### src/ocj_pkg.sv
// Shared constants, command and slot state codes, and types for the journal.
// No dependencies; every other file in src imports this package.
package ocj_pkg;

   localparam int SLOT_DEPTH = 32;
   localparam int ADDR_W     = $clog2(SLOT_DEPTH);
   localparam int SEQ_W      = 6;
   localparam int ROW_W      = 32;
   localparam int CMD_W      = 2;
   localparam int ST_W       = 2;
   localparam int CSR_IDX_W  = 2;

   // command codes
   localparam logic [CMD_W-1:0] CMD_RESERVE = 2'd0;
   localparam logic [CMD_W-1:0] CMD_RESOLVE = 2'd1;
   localparam logic [CMD_W-1:0] CMD_SCAN    = 2'd2;
   localparam logic [CMD_W-1:0] CMD_QUERY   = 2'd3;

   // slot state codes
   localparam logic [ST_W-1:0] SLOT_RESERVED  = 2'd0;
   localparam logic [ST_W-1:0] SLOT_COMMITTED = 2'd1;
   localparam logic [ST_W-1:0] SLOT_ABORTED   = 2'd2;

   // configuration register indexes
   localparam logic [CSR_IDX_W-1:0] CSR_SLOT_LIMIT = 2'd0;
   localparam logic [CSR_IDX_W-1:0] CSR_ROW_LIMIT  = 2'd1;

   // write port of the slot store
   typedef struct packed {
      logic              en_state;
      logic              en_rows;
      logic [ADDR_W-1:0] addr;
      logic [ST_W-1:0]   state;
      logic [ROW_W-1:0]  rows;
   } ocj_wr_type;

   // result of the shared row unit
   typedef struct packed {
      logic             over;
      logic [ROW_W-1:0] sum;
   } ocj_alu_res_type;

   // one result transaction
   typedef struct packed {
      logic             ok;
      logic [SEQ_W-1:0] seq;
      logic [ST_W-1:0]  slot_state;
      logic [SEQ_W-1:0] thru_seq;
      logic             blocked;
      logic             limit_hit;
      logic [ROW_W-1:0] committed_rows;
      logic             start_error;
      logic [SEQ_W-1:0] slot_count;
      logic [ROW_W-1:0] row_count;
      logic             last;
   } ocj_rsp_type;

endpackage

### src/ocj_store.sv
// Slot store: state and row count of each slot, one write and one read port.
// Depends on ocj_pkg. Read data is registered; contents have no reset.
module ocj_store (
   input  logic                        clock,
   input  ocj_pkg::ocj_wr_type         wr,
   input  logic [ocj_pkg::ADDR_W-1:0]  rd_addr,
   output logic [ocj_pkg::ST_W-1:0]    rd_state,
   output logic [ocj_pkg::ROW_W-1:0]   rd_rows
);
   import ocj_pkg::*;

   logic [ST_W-1:0]  state_mem [SLOT_DEPTH];
   logic [ROW_W-1:0] rows_mem  [SLOT_DEPTH];
   logic [ST_W-1:0]  rd_state_ff;
   logic [ROW_W-1:0] rd_rows_ff;

   // write slot fields
   always_ff @(posedge clock) begin
      if (wr.en_state) begin
         state_mem[wr.addr] <= wr.state;
      end
      if (wr.en_rows) begin
         rows_mem[wr.addr] <= wr.rows;
      end
   end

   // read every cycle, old data on a same-address write
   always_ff @(posedge clock) begin
      rd_state_ff <= state_mem[rd_addr];
      rd_rows_ff  <= rows_mem[rd_addr];
   end

   assign rd_state = rd_state_ff;
   assign rd_rows  = rd_rows_ff;

endmodule

### src/ocj_alu.sv
// Shared row unit: limit-minus-total headroom compare and total-plus-rows add.
// Depends on ocj_pkg. Used for reserve room checks and scan or query sums.
module ocj_alu (
   input  logic [ocj_pkg::ROW_W-1:0] limit_val,
   input  logic [ocj_pkg::ROW_W-1:0] total_val,
   input  logic [ocj_pkg::ROW_W-1:0] add_val,
   output ocj_pkg::ocj_alu_res_type  res
);
   import ocj_pkg::*;

   logic [ROW_W:0] room;

   // headroom with borrow; a borrow means no room at all
   assign room     = {1'b0, limit_val} - {1'b0, total_val};
   assign res.over = room[ROW_W] ? (add_val != '0) : (add_val > room[ROW_W-1:0]);
   assign res.sum  = total_val + add_val;

endmodule

### src/ordered_completion_journal.sv
// Append-only journal of numbered slots; depends on ocj_pkg, ocj_store, ocj_alu.
// Reserve and resolve pass through their work state (S_RESV or S_RSLV) into the
// registered response. A scan or query walks one slot per cycle through the store
// read port, a scan only while the response output is free. One transaction is in
// work at a time and a stalled result holds the sequencer.
// Reset (synchronous) empties the journal, sets slot_limit to 32 and row_limit to all
// ones; no clearing pass is needed since only written slots are ever read.
module ordered_completion_journal (
   input  logic                            clock,
   input  logic                            reset,
   // configuration
   input  logic                            csr_we,
   input  logic [ocj_pkg::CSR_IDX_W-1:0]   csr_index,
   input  logic [ocj_pkg::ROW_W-1:0]       csr_wdata,
   // request channel
   input  logic                            req_valid,
   output logic                            req_stall,
   input  logic [ocj_pkg::CMD_W-1:0]       req_cmd,
   input  logic [ocj_pkg::ROW_W-1:0]       req_row_total,
   input  logic [ocj_pkg::SEQ_W-1:0]       req_slot_seq,
   input  logic [ocj_pkg::ST_W-1:0]        req_target_state,
   input  logic [ocj_pkg::SEQ_W-1:0]       req_after_seq,
   input  logic [ocj_pkg::SEQ_W-1:0]       req_scan_slot_cap,
   input  logic [ocj_pkg::ROW_W-1:0]       req_scan_row_cap,
   // response channel
   output logic                            rsp_valid,
   input  logic                            rsp_stall,
   output logic                            rsp_ok,
   output logic [ocj_pkg::SEQ_W-1:0]       rsp_seq,
   output logic [ocj_pkg::ST_W-1:0]        rsp_slot_state,
   output logic [ocj_pkg::SEQ_W-1:0]       rsp_thru_seq,
   output logic                            rsp_blocked,
   output logic                            rsp_limit_hit,
   output logic [ocj_pkg::ROW_W-1:0]       rsp_committed_rows,
   output logic                            rsp_start_error,
   output logic [ocj_pkg::SEQ_W-1:0]       rsp_slot_count,
   output logic [ocj_pkg::ROW_W-1:0]       rsp_row_count,
   output logic                            rsp_last
);
   import ocj_pkg::*;

   localparam logic [1:0] S_IDLE = 2'd0;
   localparam logic [1:0] S_RESV = 2'd1;
   localparam logic [1:0] S_RSLV = 2'd2;
   localparam logic [1:0] S_WALK = 2'd3;

   localparam logic [SEQ_W-1:0] DEPTH_SEQ = SEQ_W'(SLOT_DEPTH);

   logic [1:0]       state_ff, state_in;
   logic [SEQ_W-1:0] slot_limit_ff;
   logic [ROW_W-1:0] row_limit_ff;
   logic [SEQ_W-1:0] used_ff, used_in;
   logic [ROW_W-1:0] held_ff, held_in;
   logic             rsp_valid_ff, rsp_valid_in;
   ocj_rsp_type      rsp_ff, rsp_in;

   // transaction fields held during the work
   logic [CMD_W-1:0] cmd_ff;
   logic [ROW_W-1:0] row_total_ff;
   logic [SEQ_W-1:0] seq_ff;
   logic [ST_W-1:0]  tgt_ff;
   logic [SEQ_W-1:0] scap_ff;
   logic [ROW_W-1:0] rcap_ff;

   // walk registers
   logic [SEQ_W-1:0] idx_ff, idx_in;
   logic [SEQ_W-1:0] taken_ff, taken_in;
   logic [SEQ_W-1:0] thru_ff, thru_in;
   logic [ROW_W-1:0] sum_ff, sum_in;

   logic             accept;
   logic             out_free;
   logic             load;
   logic [SEQ_W-1:0] eff_limit;
   ocj_wr_type       wr;
   logic [ST_W-1:0]  rd_state;
   logic [ROW_W-1:0] rd_rows;
   logic [ROW_W-1:0] alu_limit, alu_total, alu_add;
   ocj_alu_res_type  alu_res;
   ocj_rsp_type      blank;

   assign req_stall = (state_ff != S_IDLE);
   assign accept    = req_valid && !req_stall;
   assign out_free  = !rsp_valid_ff || !rsp_stall;
   assign eff_limit = (slot_limit_ff < DEPTH_SEQ) ? slot_limit_ff : DEPTH_SEQ;

   ocj_store u_store (
      .clock    (clock),
      .wr       (wr),
      .rd_addr  (idx_in[ADDR_W-1:0]),
      .rd_state (rd_state),
      .rd_rows  (rd_rows)
   );

   // route the shared unit: reserve room check, or scan and query sums
   always_comb begin
      if (state_ff == S_RESV) begin
         alu_limit = row_limit_ff;
         alu_total = held_ff;
         alu_add   = row_total_ff;
      end else begin
         alu_limit = rcap_ff;
         alu_total = sum_ff;
         alu_add   = rd_rows;
      end
   end

   ocj_alu u_alu (
      .limit_val (alu_limit),
      .total_val (alu_total),
      .add_val   (alu_add),
      .res       (alu_res)
   );

   // sequencer
   always_comb begin
      state_in = state_ff;
      used_in  = used_ff;
      held_in  = held_ff;
      idx_in   = idx_ff;
      taken_in = taken_ff;
      thru_in  = thru_ff;
      sum_in   = sum_ff;
      rsp_in   = rsp_ff;
      load     = 1'b0;
      wr       = '0;

      blank            = '0;
      blank.slot_count = used_ff;
      blank.row_count  = held_ff;
      blank.last       = 1'b1;

      unique case (state_ff)
         S_IDLE: begin
            if (accept) begin
               unique case (req_cmd)
                  CMD_RESERVE: begin
                     state_in = S_RESV;
                  end
                  CMD_RESOLVE: begin
                     idx_in   = req_slot_seq - SEQ_W'(1);
                     state_in = S_RSLV;
                  end
                  default: begin
                     idx_in   = req_after_seq;
                     thru_in  = req_after_seq;
                     taken_in = '0;
                     sum_in   = '0;
                     state_in = S_WALK;
                  end
               endcase
            end
         end

         S_RESV: begin
            if (out_free) begin
               load   = 1'b1;
               rsp_in = blank;
               if (row_total_ff != '0 && used_ff < eff_limit && !alu_res.over) begin
                  wr.en_state       = 1'b1;
                  wr.en_rows        = 1'b1;
                  wr.addr           = used_ff[ADDR_W-1:0];
                  wr.state          = SLOT_RESERVED;
                  wr.rows           = row_total_ff;
                  used_in           = used_ff + SEQ_W'(1);
                  held_in           = alu_res.sum;
                  rsp_in.ok         = 1'b1;
                  rsp_in.seq        = used_in;
                  rsp_in.slot_count = used_in;
                  rsp_in.row_count  = alu_res.sum;
               end
               state_in = S_IDLE;
            end
         end

         S_RSLV: begin
            if (out_free) begin
               load   = 1'b1;
               rsp_in = blank;
               if (seq_ff != '0 && seq_ff <= used_ff &&
                   (tgt_ff == SLOT_COMMITTED || tgt_ff == SLOT_ABORTED)) begin
                  if (rd_state == SLOT_RESERVED) begin
                     wr.en_state = 1'b1;
                     wr.addr     = idx_ff[ADDR_W-1:0];
                     wr.state    = tgt_ff;
                     rsp_in.ok   = 1'b1;
                  end else begin
                     rsp_in.ok = (rd_state == tgt_ff);
                  end
               end
               state_in = S_IDLE;
            end
         end

         S_WALK: begin
            if (idx_ff > used_ff) begin
               // start lies beyond the latest sequence
               if (out_free) begin
                  load               = 1'b1;
                  rsp_in             = blank;
                  rsp_in.start_error = 1'b1;
                  state_in           = S_IDLE;
               end
            end else if (cmd_ff == CMD_QUERY) begin
               if (idx_ff < used_ff) begin
                  if (rd_state == SLOT_COMMITTED) begin
                     sum_in = alu_res.sum;
                  end
                  idx_in = idx_ff + SEQ_W'(1);
               end else if (out_free) begin
                  load                  = 1'b1;
                  rsp_in                = blank;
                  rsp_in.committed_rows = sum_ff;
                  state_in              = S_IDLE;
               end
            end else if (out_free) begin
               // scan: emit one slot transaction, or the summary
               load                  = 1'b1;
               rsp_in                = blank;
               rsp_in.thru_seq       = thru_ff;
               rsp_in.committed_rows = sum_ff;
               if (idx_ff == used_ff) begin
                  state_in = S_IDLE;
               end else if (rd_state == SLOT_RESERVED) begin
                  rsp_in.blocked = 1'b1;
                  state_in       = S_IDLE;
               end else if (taken_ff >= scap_ff ||
                            (rd_state == SLOT_COMMITTED && alu_res.over)) begin
                  rsp_in.limit_hit = 1'b1;
                  state_in         = S_IDLE;
               end else begin
                  rsp_in.last           = 1'b0;
                  rsp_in.seq            = idx_ff + SEQ_W'(1);
                  rsp_in.slot_state     = rd_state;
                  rsp_in.thru_seq       = idx_ff + SEQ_W'(1);
                  rsp_in.committed_rows = (rd_state == SLOT_COMMITTED) ? rd_rows : '0;
                  taken_in = taken_ff + SEQ_W'(1);
                  thru_in  = idx_ff + SEQ_W'(1);
                  sum_in   = (rd_state == SLOT_COMMITTED) ? alu_res.sum : sum_ff;
                  idx_in   = idx_ff + SEQ_W'(1);
               end
            end
         end

         default: begin
            state_in = S_IDLE;
         end
      endcase

      // output register: load when free, drop once taken
      if (load) begin
         rsp_valid_in = 1'b1;
      end else begin
         rsp_valid_in = rsp_valid_ff && rsp_stall;
      end
   end

   // control state
   always_ff @(posedge clock) begin
      if (reset) begin
         state_ff      <= S_IDLE;
         used_ff       <= '0;
         held_ff       <= '0;
         rsp_valid_ff  <= 1'b0;
         slot_limit_ff <= DEPTH_SEQ;
         row_limit_ff  <= '1;
      end else begin
         state_ff     <= state_in;
         used_ff      <= used_in;
         held_ff      <= held_in;
         rsp_valid_ff <= rsp_valid_in;
         if (csr_we) begin
            unique case (csr_index)
               CSR_SLOT_LIMIT: slot_limit_ff <= csr_wdata[SEQ_W-1:0];
               CSR_ROW_LIMIT:  row_limit_ff  <= csr_wdata;
               default: ;
            endcase
         end
      end
   end

   // payload and walk registers
   always_ff @(posedge clock) begin
      idx_ff   <= idx_in;
      taken_ff <= taken_in;
      thru_ff  <= thru_in;
      sum_ff   <= sum_in;
      rsp_ff   <= rsp_in;
      if (accept) begin
         cmd_ff       <= req_cmd;
         row_total_ff <= req_row_total;
         seq_ff       <= req_slot_seq;
         tgt_ff       <= req_target_state;
         scap_ff      <= req_scan_slot_cap;
         rcap_ff      <= req_scan_row_cap;
      end
   end

   assign rsp_valid          = rsp_valid_ff;
   assign rsp_ok             = rsp_ff.ok;
   assign rsp_seq            = rsp_ff.seq;
   assign rsp_slot_state     = rsp_ff.slot_state;
   assign rsp_thru_seq       = rsp_ff.thru_seq;
   assign rsp_blocked        = rsp_ff.blocked;
   assign rsp_limit_hit      = rsp_ff.limit_hit;
   assign rsp_committed_rows = rsp_ff.committed_rows;
   assign rsp_start_error    = rsp_ff.start_error;
   assign rsp_slot_count     = rsp_ff.slot_count;
   assign rsp_row_count      = rsp_ff.row_count;
   assign rsp_last           = rsp_ff.last;

endmodule
### config.mk
export PLATFORM = sky130hd
export DESIGN_NAME = ordered_completion_journal
export DESIGN_NICKNAME = d
export VERILOG_FILES = /design/src/ocj_pkg.sv /design/src/ocj_store.sv /design/src/ocj_alu.sv /design/src/ordered_completion_journal.sv
export SDC_FILE = /design/constraint.sdc
export NUM_CORES = 2
export LEC_CHECK = 0
export BUFFER_PORTS_ARGS = -buffer_cell sky130_fd_sc_hd__buf_2
export CAP_MARGIN = 15
export CORE_ASPECT_RATIO = 1.5
export CORE_MARGIN = 10
export CORE_UTILIZATION = 60
export DETAILED_ROUTE_END_ITERATION = 10
export GPL_ROUTABILITY_DRIVEN = 1
export PLACE_DENSITY = 0.76
export SLEW_MARGIN = 40
export SYNTH_ARGS = -nofsm -noshare
export SYNTH_HDL_FRONTEND = slang
export SYNTH_SLANG_ARGS = --single-unit
### constraint.sdc
create_clock -name clock -period 25.6 [get_ports clock]
set_input_delay 1.28 -clock clock [delete_from_list [all_inputs] [get_ports clock]]
set_output_delay 1.28 -clock clock [all_outputs]
set_load 0.02 [all_outputs]
==> impl.org <==
** Clock tree
- TritonCTS built the clock tree.
- For this design, the sink count on the clock tree is 1420.
- Resized cells post-CTS :: 0
- Latest clock arrival within the worst-skew pair :: 0.77 ns
- Hold repair after CTS inserted 0 buffers.
- H-tree lvl count :: 3
- After clock tree synthesis, the clock-pin slew on the worst setup and hold paths is 0.07 ns.
- Clock tree synthesis inserted a total of between 100 and 150 buffers.
- The tree is rooted in a clkbuf_16.
- After clock tree synthesis, the setup repair step added 0 buffers.
- Counting along the longest clock path gives a buffer depth of 3.

** Floorplan
- Die Height :: around 410 um
- Number of top-level pins :: 216
- Width of the die :: 282.4 um
- Core Footprint :: 102700 um2
- For this configuration, the core starts out at a cell density of 0.6032.
- Num rows :: 144
- Overall die area :: 116800 um2

** Setup path
- The worst register-to-register path begins at state_ff[1]$_SDFFE_PP0P_.
- Stage delay of the slowest cell on the critical path :: 0.70 ns
- Slowest cell on crit path :: buf_4
- Largest fanout on the critical path :: 135
- Data arrival time of the worst path :: 13.09 ns
- Reg-to-reg setup timing slack :: 13.17 ns
- Startpoint class of the critical path :: register
- The critical path starts at state_ff[1]$_SDFFE_PP0P_.
- Number of cells on the worst reg-to-reg path :: 40
- The worst register-to-register path ends at u_store.rd_rows[20]$_DFF_P_.
- Type of the setup path with the least slack :: reg -> reg
- For the worst setup path, the data required time is 26.26 ns.
- Worst setup EP type :: register
- In this design, the critical path's most frequently occurring cell is ha_1.

** Placement
- HPWL after detailed placement :: 100.9 mm
- Summing all placed instances gives a cell area of roughly 64000 um2.
- Gpl congestion :: 1.004
- Count of input and output buffers :: 215

** STA
- Derived from the worst setup path, the maximum achievable clock frequency is 80.44 MHz.
- The worst pin sits at a relative slew slack of 0.4012.
- The max-slew violation total from the final report is 0.
- RSZ-0062 raised after global routing :: false
- At the pin with the least slew margin, the transition time is 0.8982 ns.
- Final hold violation count :: 0
- Skew final :: roughly 0.038 ns
- Dividing the final minimum period by the clock period gives 0.4856.
- Setup violations remaining at the end of the flow were counted as 0.
- Total negative slack :: 0 ns
- For the finished layout, the period the worst path requires is around 12 ns.

** Global routing
- Number of antenna violations at the first check in global routing :: 6
- Across every metal layer, demand over resource in global routing totals 0.3015.
- Entering global routing, the biggest net connects 205 pins.
- Global routing finished with a remaining overflow of 0.
- The first global-routing pass estimated roughly 260 mm of wire.
- The number of global-route vias before repair came to 41661.

** Synth
- By area the synthesized netlist is led by edfxtp_1, nand2_1, dfxtp_1.
- Number of enable-type register cells in the synthesized netlist :: 1302
- Dividing the synthesized area by the synthesized cell count gives 12.75 um2.
- The commonest cells after synthesis are edfxtp_1, nand2_1, a211oi_1.
- The cell area that synthesis handed to floorplanning was slightly above 60000 um2.
- Dominant cell by count in the synthesized netlist :: edfxtp_1
- In the synthesized netlist the async set-or-reset flop fraction comes to 0.
- The biggest area contributor in the post-synthesis netlist is edfxtp_1.
- Number of storage elements in the synthesis netlist :: 1420
- For this run, the leading register cell type out of synthesis is edfxtp_1.
- Gate count after technology mapping :: 4860
- Share of synthesized area occupied by flip-flops and latches :: 0.6692
- Fraction of synthesized cell area taken by the top area cell type :: 0.6311
- Yosys warns :: 0
- The netlist uses 87 different library cells.
- When the netlist entered floorplanning its net count stood at ~5100.

** Worst hold path
- Along the worst hold path, the cell count comes to 2.
- The path with the worst hold slack has its endpoint at row_limit_ff[19]$_SDFFE_PP1P_.
- The startpoint identified for the worst hold timing path is row_limit_ff[19]$_SDFFE_PP1P_.
- Min-delay worst type :: reg -> reg

** Drt
- Once detail routing completed, the nets flagged for antenna violations numbered 0.
- For this run, the detailed router's first-pass iteration total came to 8.
- WL per Instance :: 28.19 um
- In the routed layout, each cell is associated on average with a via count of 6.731.
- Starting DRC count in detailed routing :: around 5600
- The routed layout has 42936 vias.
- Routed wire length :: 179.8 mm
- Residual DRC count :: 0

** Power
- Worst vdd ir :: 0.07687 mV
- For this design the ratio of total power to cell area is 116.6 nW/um2.
- In this run the static leakage power is 23.90 nW.

** Final layout
- Final Instance Area :: 68770 um2
- Number of nets in the layout :: between 5000 and 6000
- Layout-stage area growth over the synthesis result :: 11.01%
- Layout cell share with drive strength beyond 1 :: 0.1403
- Counting the fill cells in the layout gives 7029.

** Status
- Run status :: completed

** Flow run
- Max Cap Violations :: 0
==> stage by stage <==
| step | instances | utilization | setup WS (ns) | power (mW) | hold WS (ns) |
|---|---|---|---|---|---|
| after CTS | 6366 | 0.6673 | 13.21 | 7.937 | 0.4692 |
| after detailed placement | 6140 | 0.6276 | 13.29 | 6.072 | 0.4535 |
| final | 6379 | 0.6697 | 13.17 | 8.019 | 0.4666 |
| after global routing | 6374 | 0.6695 | 12.47 | 8.372 | 0.4851 |
| after global placement | 6133 | 0.6261 | 13.50 | 5.996 | 0.4429 |
| after floorplan | 4860 | - | 15.20 | 5.134 | 0.4317 |
==> worst max-delay path by stage <==
stage,to,slack [ns]
after floorplan,u_store.rows_mem[14][0]$_DFFE_PP_,15.20
after global placement,u_store.rd_rows[20]$_DFF_P_,13.50
after detailed placement,u_store.rd_rows[20]$_DFF_P_,13.29
after CTS,u_store.rd_rows[20]$_DFF_P_,13.21
after global routing,u_store.rd_rows[20]$_DFF_P_,12.47
final,u_store.rd_rows[20]$_DFF_P_,13.17
==> report_power, final <==
group	total, mW	switching (mW)	internal (mW)
Combinational	3.19	2.10	1.09
Sequential	2.94	0.157	2.79
Clock	1.88	0.843	1.04
==> critical path, delay by kind of cell (launching register included) <==
family,cells,cell delay (ns)
buf+inv,5,2.24
compound gates,21,4.75
fa+ha+maj,5,1.96
xor+xnor,1,0.15
mux,1,0.43
simple gates,7,2.19
flops,1,0.37
==> metal layers <==
layer / up-vias / part of all wire / routed length [um] / track usage
li1: 18700 / - / - / -
met1: 20900 / 0.35 / 62940 / 0.3714
met4: 2 / 0.057 / 10300 / 0.1781
met3: 555 / 0.11 / 19220 / 0.05254
met5: - / 0.000033 / 6 / 0
met2: 2779 / 0.49 / 87370 / 0.4963
==> layout make-up <==
type | instances | area [um2] | area share
flip-flops and latches | 1420 | 41460 | 0.6028
multi-input cells | 3019 | 19220 | 0.2795
clock buffers | 157 | 3272 | 0.04757
repair buffers | 304 | 2008 | 0.02920
well taps | 1314 | 1644 | 0.02391
clock inverters | 69 | 802.0 | 0.01166
inverters | 91 | 351.6 | 0.005112
diodes | 5 | 12.51 | 0.0001819
==> state kept, by name, indices dropped and copies added (netlist names), 32 cells and up <==
name,cells
u_store.state_mem,64
sum_ff,32
rcap_ff,32
rsp_row_count,32
held_ff,32
row_limit_ff,32
row_total_ff,32
u_store.rd_rows,32
u_store.rows_mem,1024
rsp_committed_rows,32
==> cells by family after synthesis <==
logic type,after synthesis,synth area share
buffers and inverters,421,0.02747
adders and majority gates,130,0.02646
DFF,1420,0.6692
AOI/OAI and AO/OA,1108,0.1234
and+or+nand+nor,1595,0.1228
muxes,109,0.01957
xor gates and xnor gates,77,0.01111
==> cell usage in the layout, fill, tap and decap left out, types with 18 or more instances in the layout <==
cell type / count
clkinv_2: 21
a311oi_1: 34
nor4_2: 23
and3_1: 282
xor2_1: 35
a22o_1: 30
mux2i_1: 30
a2111oi_0: 29
o21a_1: 18
mux2_2: 75
nor4_1: 31
xnor2_1: 41
nor2_1: 203
nand3b_1: 36
a31oi_1: 244
nor2_4: 28
clkbuf_16: 120
nor3_1: 20
dfxtp_1: 118
o22ai_1: 75
o21bai_1: 45
nand2b_1: 20
clkbuf_1: 24
a22oi_1: 33
a21o_1: 31
and2_2: 32
buf_2: 215
buf_4: 64
nand3_1: 39
nand2_1: 786
ha_1: 126
a21oi_1: 135
o21ai_0: 65
edfxtp_1: 1302
a211oi_1: 296
inv_1: 86
No activity file was read; power rests on OpenSTA's default activity.
